[config.mk]
export PLATFORM = sky130hd
export DESIGN_NAME = decimal_seven_segment_scan_unit
export DESIGN_NICKNAME = d
export VERILOG_FILES = /design/src/hw/rtl/dss_pkg.sv /design/src/hw/rtl/dss_cell.sv /design/src/hw/rtl/dss_serializer.sv /design/src/hw/rtl/decimal_seven_segment_scan_unit.sv
export VERILOG_INCLUDE_DIRS = /design/src /design/src/hw/rtl
export SDC_FILE = /design/constraint.sdc
export NUM_CORES = 1
export LEC_CHECK = 0
export BUFFER_PORTS_ARGS = -buffer_cell sky130_fd_sc_hd__buf_2
export CAP_MARGIN = 20
export CELL_PAD_IN_SITES_DETAIL_PLACEMENT = 1
export CELL_PAD_IN_SITES_GLOBAL_PLACEMENT = 1
export CORE_MARGIN = 2
export CORE_UTILIZATION = 51
export CTS_CLUSTER_DIAMETER = 80
export DETAILED_ROUTE_END_ITERATION = 8
export MAX_ROUTING_LAYER = met4
export PLACE_DENSITY_LB_ADDON = 0.1
export SETUP_SLACK_MARGIN = 0.02
export SLEW_MARGIN = 20
export SYNTH_ARGS = -nofsm -noshare
export SYNTH_HDL_FRONTEND = slang
export SYNTH_SLANG_ARGS = --single-unit
[constraint.sdc]
create_clock -name clk -period 10.44 [get_ports clk]
set_input_delay 1.044 -clock clk [delete_from_list [all_inputs] [get_ports clk]]
set_output_delay 1.044 -clock clk [all_outputs]
set_load 0.02 [all_outputs]
[src/hw/rtl/decimal_seven_segment_scan_unit_defines.svh]
// Assertion helpers used by the scan unit serializer RTL.
`ifndef DECIMAL_SEVEN_SEGMENT_SCAN_UNIT_DEFINES_SVH
`define DECIMAL_SEVEN_SEGMENT_SCAN_UNIT_DEFINES_SVH

// Property that must hold on every clock edge out of reset.
`define DSS_ASSERT_ALWAYS(label, prop, msg) \
    label: assert property (@(posedge clk) disable iff (!rst_n) (prop)) else $error(msg);

// Antecedent in one cycle implies consequent in the next.
`define DSS_ASSERT_NEXT(label, ante, cons, msg) \
    label: assert property (@(posedge clk) disable iff (!rst_n) (ante) |=> (cons)) \
        else $error(msg);

`endif

[src/hw/rtl/dss_pkg.sv]
package dss_pkg;

    localparam int VAL_W      = 27;
    localparam int SEG_W      = 7;
    localparam int SEL_W      = 8;
    localparam int POS_W      = 3;
    localparam int BCD_W      = 4;
    localparam int DIGITS_DEF = 8;
    localparam int CMP_W      = 32;

    function automatic int pow10(input int n);
        int p;
        p = 1;
        for (int i = 0; i < n; i++)
            p = p * 10;
        return p;
    endfunction

    // Active-high segment code, bit0 = a ... bit6 = g.
    function automatic logic [SEG_W-1:0] seg_code(input logic [BCD_W-1:0] d);
        logic [SEG_W-1:0] s;
        unique case (d)
            4'd0:    s = 7'h3F;
            4'd1:    s = 7'h06;
            4'd2:    s = 7'h5B;
            4'd3:    s = 7'h4F;
            4'd4:    s = 7'h66;
            4'd5:    s = 7'h6D;
            4'd6:    s = 7'h7D;
            4'd7:    s = 7'h07;
            4'd8:    s = 7'h7F;
            4'd9:    s = 7'h6F;
            default: s = 7'h00;
        endcase
        return s;
    endfunction

endpackage

[src/hw/rtl/dss_cell.sv]
module dss_cell #(
    parameter int DIGITS = 8,
    parameter int POS    = 0
) (
    input  logic                                     clk,
    input  logic                                     rst_n,
    input  logic                                     advance,
    input  logic                                     prev_valid,
    input  logic [dss_pkg::VAL_W-1:0]                prev_rem,
    input  logic [DIGITS-1:0][dss_pkg::BCD_W-1:0]    prev_digits,
    output logic                                     valid,
    output logic [dss_pkg::VAL_W-1:0]                rem,
    output logic [DIGITS-1:0][dss_pkg::BCD_W-1:0]    digits
);
    import dss_pkg::*;

    // Place value of the digit this cell extracts.
    localparam logic [CMP_W-1:0] WEIGHT = CMP_W'(pow10(DIGITS - 1 - POS));

    logic                              valid_reg;
    logic [VAL_W-1:0]                  rem_reg;
    logic [VAL_W-1:0]                  rem_next;
    logic [DIGITS-1:0][BCD_W-1:0]      digits_reg;
    logic [DIGITS-1:0][BCD_W-1:0]      digits_next;
    logic [BCD_W-1:0]                  digit;
    logic [CMP_W-1:0]                  sub;

    // Incoming remainder is below 10 * WEIGHT; pick the largest multiple that fits.
    always_comb
    begin
        digit = '0;
        sub   = '0;
        for (int j = 1; j < 10; j++)
        begin
            if (CMP_W'(prev_rem) >= CMP_W'(j) * WEIGHT)
            begin
                digit = BCD_W'(j);
                sub   = CMP_W'(j) * WEIGHT;
            end
        end
        rem_next         = prev_rem - sub[VAL_W-1:0];
        digits_next      = prev_digits;
        digits_next[POS] = digit;
    end

    always_ff @(posedge clk or negedge rst_n)
    begin
        if (!rst_n)
        begin
            valid_reg <= 1'b0;
        end
        else if (advance)
        begin
            valid_reg <= prev_valid;
        end
    end

    always_ff @(posedge clk)
    begin
        if (advance)
        begin
            rem_reg    <= rem_next;
            digits_reg <= digits_next;
        end
    end

    assign valid  = valid_reg;
    assign rem    = rem_reg;
    assign digits = digits_reg;

endmodule

[src/hw/rtl/dss_serializer.sv]
`include "decimal_seven_segment_scan_unit_defines.svh"

module dss_serializer #(
    parameter int DIGITS = 8
) (
    input  logic                                     clk,
    input  logic                                     rst_n,
    input  logic                                     load_valid,
    input  logic [dss_pkg::VAL_W-1:0]                load_rem,
    input  logic [DIGITS-1:0][dss_pkg::BCD_W-1:0]    load_digits,
    output logic                                     load_ok,
    output logic                                     result_valid,
    input  logic                                     result_ready,
    output logic [dss_pkg::SEG_W-1:0]                segments,
    output logic [dss_pkg::SEL_W-1:0]                digit_select,
    output logic [dss_pkg::POS_W-1:0]                digit_position,
    output logic                                     last
);
    import dss_pkg::*;

    localparam int IDX_W = (DIGITS > 1) ? $clog2(DIGITS) : 1;
    localparam logic [POS_W-1:0] LAST_POS = POS_W'(DIGITS - 1);

    logic                          busy_reg;
    logic                          busy_next;
    logic [POS_W-1:0]              pos_reg;
    logic [POS_W-1:0]              pos_next;
    logic [DIGITS-1:0][BCD_W-1:0]  digits_reg;
    logic                          is_last;
    logic                          load;

    assign is_last = (pos_reg == LAST_POS);
    // Next run may load while the final digit of this one is being taken.
    assign load_ok = !busy_reg || (result_ready && is_last);
    assign load    = load_valid && load_ok;

    always_comb
    begin
        busy_next = busy_reg;
        pos_next  = pos_reg;
        if (load)
        begin
            busy_next = 1'b1;
            pos_next  = '0;
        end
        else if (busy_reg && result_ready)
        begin
            if (is_last)
                busy_next = 1'b0;
            else
                pos_next = pos_reg + POS_W'(1);
        end
    end

    always_ff @(posedge clk or negedge rst_n)
    begin
        if (!rst_n)
        begin
            busy_reg <= 1'b0;
            pos_reg  <= '0;
        end
        else
        begin
            busy_reg <= busy_next;
            pos_reg  <= pos_next;
        end
    end

    always_ff @(posedge clk)
    begin
        if (load)
            digits_reg <= load_digits;
    end

    assign result_valid   = busy_reg;
    assign segments       = seg_code(digits_reg[pos_reg[IDX_W-1:0]]);
    assign digit_select   = ~(SEL_W'(1) << pos_reg);
    assign digit_position = pos_reg;
    assign last           = is_last;

    `DSS_ASSERT_ALWAYS(a_rem_zero, !load_valid || (load_rem == '0), "remainder left after last cell")
    `DSS_ASSERT_ALWAYS(a_pos_range, !busy_reg || (pos_reg <= LAST_POS), "digit position past end")
    `DSS_ASSERT_ALWAYS(a_bcd_range, !busy_reg || (digits_reg[pos_reg[IDX_W-1:0]] <= 4'd9), "digit not decimal")
    `DSS_ASSERT_NEXT(a_step, busy_reg && result_ready && !is_last, busy_reg && (pos_reg == $past(pos_reg) + 3'd1), "digit position did not advance")
    `DSS_ASSERT_NEXT(a_restart, busy_reg && result_ready && is_last, !busy_reg || (pos_reg == '0), "new run not at first digit")

endmodule

[src/hw/rtl/decimal_seven_segment_scan_unit.sv]
// Splits each accepted binary value (saturated to all nines above 10^DIGITS - 1) into DIGITS
// decimal digits and returns one transaction per digit, most significant first, with its
// seven-segment code, active-low digit select, position and a last flag. The value walks a
// row of DIGITS cells, one cell per cycle while the row advances, each peeling off one
// digit, and then loads into the serializer. Results leave one per cycle while result_ready
// is high, and each value gives DIGITS results, so the result channel sets the sustained rate;
// a new value is taken while the previous one's digits are still being delivered, and the
// whole cell row holds once its last cell is occupied and the serializer cannot load it.
module decimal_seven_segment_scan_unit #(
    parameter int DIGITS = dss_pkg::DIGITS_DEF
) (
    input  logic                          clk,
    input  logic                          rst_n,
    input  logic                          item_valid,
    output logic                          item_ready,
    input  logic [dss_pkg::VAL_W-1:0]     value,
    output logic                          result_valid,
    input  logic                          result_ready,
    output logic [dss_pkg::SEG_W-1:0]     segments,
    output logic [dss_pkg::SEL_W-1:0]     digit_select,
    output logic [dss_pkg::POS_W-1:0]     digit_position,
    output logic                          last
);
    import dss_pkg::*;

    localparam logic [CMP_W-1:0] LIMIT = CMP_W'(pow10(DIGITS) - 1);

    logic                                    advance;
    logic                                    load_ok;
    logic [DIGITS:0]                         chain_valid;
    logic [DIGITS:0][VAL_W-1:0]              chain_rem;
    logic [DIGITS:0][DIGITS-1:0][BCD_W-1:0]  chain_digits;

    // Cell row moves as one; it holds only when its tail has nowhere to go.
    assign advance    = !chain_valid[DIGITS] || load_ok;
    assign item_ready = advance;

    assign chain_valid[0]  = item_valid;
    assign chain_rem[0]    = (CMP_W'(value) > LIMIT) ? LIMIT[VAL_W-1:0] : value;
    assign chain_digits[0] = '0;

    for (genvar k = 0; k < DIGITS; k++)
    begin : g_cell
        dss_cell #(
            .DIGITS (DIGITS),
            .POS    (k)
        ) u_cell (
            .clk         (clk),
            .rst_n       (rst_n),
            .advance     (advance),
            .prev_valid  (chain_valid[k]),
            .prev_rem    (chain_rem[k]),
            .prev_digits (chain_digits[k]),
            .valid       (chain_valid[k+1]),
            .rem         (chain_rem[k+1]),
            .digits      (chain_digits[k+1])
        );
    end

    dss_serializer #(
        .DIGITS (DIGITS)
    ) u_serializer (
        .clk            (clk),
        .rst_n          (rst_n),
        .load_valid     (chain_valid[DIGITS]),
        .load_rem       (chain_rem[DIGITS]),
        .load_digits    (chain_digits[DIGITS]),
        .load_ok        (load_ok),
        .result_valid   (result_valid),
        .result_ready   (result_ready),
        .segments       (segments),
        .digit_select   (digit_select),
        .digit_position (digit_position),
        .last           (last)
    );

endmodule

==> results of run 1 <==
-- Yosys cell counts (all sizes together), types with 24 or more instances --
| cell type | instances | area [sq um] |
|---|---|---|
| a21boi | 31 | 233 |
| a21o | 40 | 300 |
| a21oi | 107 | 536 |
| clkbuf | 54 | 203 |
| edfxtp | 365 | 11000 |
| ha | 99 | 1240 |
| inv | 102 | 383 |
| nand2 | 155 | 582 |
| nand2b | 34 | 220 |
| nand3 | 37 | 185 |
| nor2 | 176 | 661 |
| nor2b | 24 | 150 |
| nor3 | 54 | 270 |
| nor4 | 35 | 219 |
| o21ai | 126 | 631 |
| xnor2 | 60 | 526 |
| xor2 | 54 | 473 |
-- layout make-up --
cell class / instances / area, sq um
clock buffer: 47 / 1070
clock inverter: 28 / 362
fill: 4178 / 17000
inverter: 102 / 383
multi-input combinational: 1337 / 8810
sequential: 377 / 11300
tap: 525 / 657
timing repair buffer: 60 / 323
-- worst max-delay path by stage --
stage	start	to	slack, ns	depth (start not counted)
final	g_cell[4].u_cell.rem[16]	g_cell[5].u_cell.rem[24]	3.58	25
after global routing	g_cell[4].u_cell.rem[16]	g_cell[5].u_cell.rem[24]	2.96	25
after CTS	g_cell[4].u_cell.rem[16]	g_cell[5].u_cell.rem[24]	3.57	25
after detailed placement	value[15]	g_cell[0].u_cell.rem[25]	3.47	23
after global placement	value[15]	g_cell[0].u_cell.rem[25]	3.78	21
after floorplan	result_ready	g_cell[0].u_cell.valid	0.87	3
-- cells in the final DEF (no fill, tap or decap), drive strengths merged, types with 40 or more instances in the layout --
master / n
xor2: 54
a21o: 40
nor3: 54
nor2: 176
xnor2: 60
edfxtp: 365
a21oi: 107
ha: 99
inv: 105
o21ai: 126
clkbuf: 47
buf: 60
nand2: 155
-- per-stage QoR --
stage	setup slack [ns]	cell area [sq um]
final	3.58	22900
after global routing	2.96	22900
after CTS	3.57	22900
after detailed placement	3.47	21400
after global placement	3.78	21400
after floorplan	0.867	20700
-- routing by layer --
metal  vias to the layer above  wire, um
met5                         -         0
met4                         0      1560
met3                        94      1550
met2                       260     26200
met1                      7329     21300
li1                       7058         -
-- worst reg2reg max path, cell delays in order (launching register included) --
cell	delay, ns
edfxtp_1	0.44
or3_1	0.43
nor4_1	0.50
nand4_1	0.39
or2_2	0.42
or3_1	0.39
o21ai_0	0.21
a21boi_0	0.13
o21ai_0	0.32
nand2_1	0.12
nand2_1	0.09
ha_1	0.16
inv_1	0.06
fa_1	0.39
nand2_1	0.09
nand2_1	0.05
a21oi_1	0.25
o21bai_1	0.12
a21oi_1	0.25
nor2b_1	0.10
o21a_1	0.20
or3_1	0.36
nor4_1	0.62
nand2_1	0.21
nor3_1	0.22
xor2_1	0.10
-- power by group through the flow --
stage	sequential, mW	combinational [mW]	clock [mW]
floorplan	2.18	0.730	0
global placement	2.18	0.905	0
detailed placement	2.19	0.944	0
CTS	2.16	0.960	1.56
global route	2.19	1.06	1.61
finish	2.16	0.953	1.53
-- cells by family (layout without fill, tap and decap cells) --
logic type / after synthesis / count (layout) / share of synthesized area (%)
compound gates: 462 / 462 / 14.4
mux: 20 / 20 / 1.51
buf+inv: 159 / 237 / 2.89
xor+xnor: 114 / 114 / 4.83
flops: 377 / 377 / 54.5
fa+ha+maj: 107 / 107 / 6.72
simple gates: 634 / 634 / 15.1
==> flow_metrics.tcl, run 1 <==
set metrics [dict create \
    hold_buffers 0 \
    power_density_nw_per_um2 203 \
    antenna_left 0 \
    n_antenna_cell 0 \
    instances_no_fill 2476 \
    met3_usage_pct 3.47 \
    max-cap-violations 0 \
    slowest_stage "nor4_1" \
    p_leak_nw 8.15 \
    grt_util_met1_pct 29.8 \
    hold_class "input pin to asynchronous set/reset pin" \
    setup-tns-final_ns 0 \
    path_buf_inv 1 \
    grt_max_degree 84 \
    ios 52 \
    worstSetupPathType "flip-flop to flip-flop" \
    grt_util_met2_pct 44.5 \
    p_seq_share_pct 46.6 \
    clockRootBuffer "clkbuf_16" \
    port_buffers 51 \
    die_area_sq_um 42100 \
    clock_path_buffers 3 \
    skew_ns 0.0279 \
    yosysUniqueCellTypes 72 \
    p_sw_share_pct 30.3 \
    clk_latency_ns 0.57 \
    clk_pin_slew_ns 0.06 \
    setup_viol 0 \
    die_w_um 205 \
    antenna_found_initial 0 \
    yosysSeqAreaShare_pct 54.5 \
    required_ns 10.73 \
    status "complete, no violations" \
    drtIter0Drc 943 \
    end_kind "flip-flop" \
    internal_power_mw 3.24 \
    area_growth_pct 10.7 \
    tightest_slew_ns 1.03 \
    num_rows 73 \
    wire_per_inst_um 20.5 \
    cts_sinks 377 \
    max-slew-margin-rel_pct 31.1 \
    final_nets 2056 \
    postLayoutCoreUtil_pct 57.4 \
    busiest_layer "met2" \
    fmax_mhz 146 \
    dr.pass1.iters 5 \
    synth_cells 1873 \
    r2r-end "g_cell[5].u_cell.rem[24]" \
    vias 14700 \
    ir_drop_uv 119 \
    drc 0 \
    synth_edf_count 365 \
    layout_min_cycle_time_ns 6.86 \
    die_height_um 205 \
    critical_path.startpoint_type "flip-flop" \
    finalPower_mw 4.65 \
    grt_pass1_wl_mm 81.1 \
    cts_resized 0 \
    post_cts_buffers 0 \
    dp_hpwl_mm 36.6 \
    switching_power_mw 1.41 \
    whs_ns 0.356 \
    rsz0062_at_grt "no" \
    yosysWarnings 0 \
    track_usage_pct 25.3 \
    start_util_pct 51.9 \
    post-route-period-util_pct 65.7 \
    r2r_slack_ns 3.58 \
    pwr-share-comb_pct 20.5 \
    ys.flop_type "edfxtp_1" \
    crit_fanout 5 \
    syn-cell-area_sq_um 20700 \
    drive_gt1_share_pct 9.17 \
    post_synth.cell_area_avg_sq_um 11.0 \
    grt_pass1_vias 15300 \
    cp.arrival_ns 7.16 \
    largest_register_ff_count 189 \
    worstRegToRegCells 25 \
    dp.cells 2401 \
    ys_ff_latch 377 \
    wl_mm 50.7 \
    finalHoldViolCount 0 \
    cts_tree "yes" \
    synthArstFlopShare_pct 3.18 \
    grt-ovfl-total 0 \
    via_per_inst 5.95 \
    r2r-start "g_cell[4].u_cell.rem[16]" \
    h-tree-depth 2 \
    cts_inserted_buffers 41 \
    drv_slew 0 \
    crit_family "simple AND/OR/NAND/NOR gates" \
    syn-num-nets 2010 \
    core-area_sq_um 39800 \
    place_congestion 0.904 \
    slowest_delay_ns 0.62 \
    path_common_cell "nand2_1" \
    power_frac_clock_pct 32.9 \
]
Note: power is estimated with default switching activity, not from simulation.
==> inputs of run 2 (changes only) <==
- clock period: 10.44 -> 7.15 ns (I/O delays scaled with it)
==> run 2 against run 1 <==
Effect of this change: power up 43%; final cell count is 0.20% higher; worst setup slack worse by 3.0 ns; non-clock buffer count rose by 3; register-to-register slack got worse by 3.0 ns; maximum frequency up 5.1%.
==> flow_metrics.tcl, run 2 (synthesis results as in run 1) <==
set metrics [dict create \
    whs_ns 0.0135 \
    post-route-period-util_pct 91.3 \
    dp.cells 2404 \
    power_density_nw_per_um2 291 \
    crit_fanout 6 \
    setup_slack_ns 0.622 \
    worstSetupPathType "flip-flop to flip-flop" \
    finalHoldViolCount 0 \
    die_height_um 205 \
    instances_no_fill 2481 \
    rsz0062_at_grt "no" \
    seq_area_sq_um 11300 \
    mostFrequentLayoutCell "edfxtp_1" \
    track_usage_pct 25.5 \
    place_congestion 0.912 \
    h-tree-depth 2 \
    fillCellCount 4194 \
    dr.pass1.iters 5 \
    required_ns 7.46 \
    cts_inserted_buffers 42 \
    slowest_stage "or4_4" \
    r2r-end "g_cell[4].u_cell.rem[21]" \
    clockRootBuffer "clkbuf_16" \
    critical_path.startpoint_type "flip-flop" \
    ir_drop_uv 220 \
    max-slew-margin-rel_pct 33.2 \
    antenna_found_initial 0 \
    multi_input_area_sq_um 8820 \
    port_buffers 51 \
    final_cell_mix "365 x edfxtp_1, 176 x nor2_1, 154 x nand2_1" \
    clk_latency_ns 0.58 \
    drive_gt1_share_pct 9.15 \
    area_growth_pct 10.4 \
    start_util_pct 51.9 \
    stdcell_area_sq_um 22800 \
    drv_slew 0 \
    wl_mm 51.5 \
    core-area_sq_um 39800 \
    skew_ns 0.0270 \
    tightest_slew_ns 0.998 \
    fmax_mhz 153 \
    path_buf_inv 0 \
    setup_viol 0 \
    n_antenna_cell 0 \
    post_cts_buffers 0 \
    place_ws_ns 0.546 \
    ios 52 \
    vias 14700 \
    via_per_inst 5.94 \
    drc 0 \
    antenna_left 0 \
    worstRegToRegCells 26 \
    die_w_um 205 \
    die_area_sq_um 42100 \
    dp_hpwl_mm 37.8 \
    setup-tns-final_ns 0 \
    slowest_delay_ns 0.54 \
    hold_class "input pin to asynchronous set/reset pin" \
    grt-ovfl-total 0 \
    r2r_slack_ns 0.62 \
    cts_tree "yes" \
    status "complete, no violations" \
    p_leak_nw 8.12 \
    cts_sinks 377 \
    largest_register_ff_count 189 \
    dpl-instance-area_sq_um 21500 \
    postLayoutCoreUtil_pct 57.3 \
    r2r-start "g_cell[3].u_cell.rem[15]" \
    cp.arrival_ns 6.84 \
    grt_pass1_vias 15200 \
    finalPower_mw 6.63 \
    grt_max_degree 159 \
    layout_min_cycle_time_ns 6.53 \
    final_nets 2060 \
    drtIter0Drc 882 \
    max-cap-violations 0 \
    end_kind "flip-flop" \
    clk_pin_slew_ns 0.06 \
    num_rows 73 \
    grt_pass1_wl_mm 82.0 \
    clock_path_buffers 3 \
    wire_per_inst_um 20.7 \
    crit_family "simple AND/OR/NAND/NOR gates" \
]
run 2: cell count changes in the layout (fill, tap and decap cells not counted), sizes merged:
| cell | delta |
|---|---|
| clkbuf | +7 |
| buf | +3 |
| clkinvlp | -3 |
| clkinv | +1 |
| bufinv | -6 |
| inv | +3 |
run 2: area by class of cell:
cell class	instances	area share (%)
clock buffer	54	4.85
clock inverter	23	0.987
inverter	102	1.68
multi-input combinational	1337	38.7
sequential	377	49.4
tap	525	2.88
timing repair buffer	63	1.57
run 2: repair_timing:
item                                    4_1_cts  5_1_grt
resized for setup                             0        2
endpoints found under the setup margin        0        3
hold buffers                                  0        0
run 2: how the worst max path moves through the flow:
| stage | to | slack, ns | cells after the start | startpoint |
|---|---|---|---|---|
| after floorplan | g_cell[0].u_cell.valid | 1.12 | 5 | u_serializer.digit_position[1] |
| after global placement | g_cell[4].u_cell.rem[21] | 0.80 | 26 | g_cell[3].u_cell.rem[15] |
| after detailed placement | g_cell[4].u_cell.rem[21] | 0.55 | 26 | g_cell[3].u_cell.rem[15] |
| after CTS | g_cell[5].u_cell.rem[24] | 0.45 | 26 | g_cell[4].u_cell.rem[16] |
| after global routing | g_cell[4].u_cell.rem[21] | 0.06 | 26 | g_cell[3].u_cell.rem[15] |
| final | g_cell[4].u_cell.rem[21] | 0.62 | 26 | g_cell[3].u_cell.rem[15] |
run 2: per-layer routing:
layer	GRT usage [%]	up-vias	share of wire (%)
met5	-	-	0
met4	6.58	0	2.0
met3	3.07	69	3.3
met2	45.0	268	52
met1	31.2	7309	43
li1	-	7088	-
run 2: report_power, final:
part / internal (mW) / total [mW] / switching [mW]
Combinational: 0.515 / 1.40 / 0.888
Sequential: 2.87 / 3.17 / 0.295
Clock: 1.16 / 2.06 / 0.906
Total: 4.54 / 6.63 / 2.09
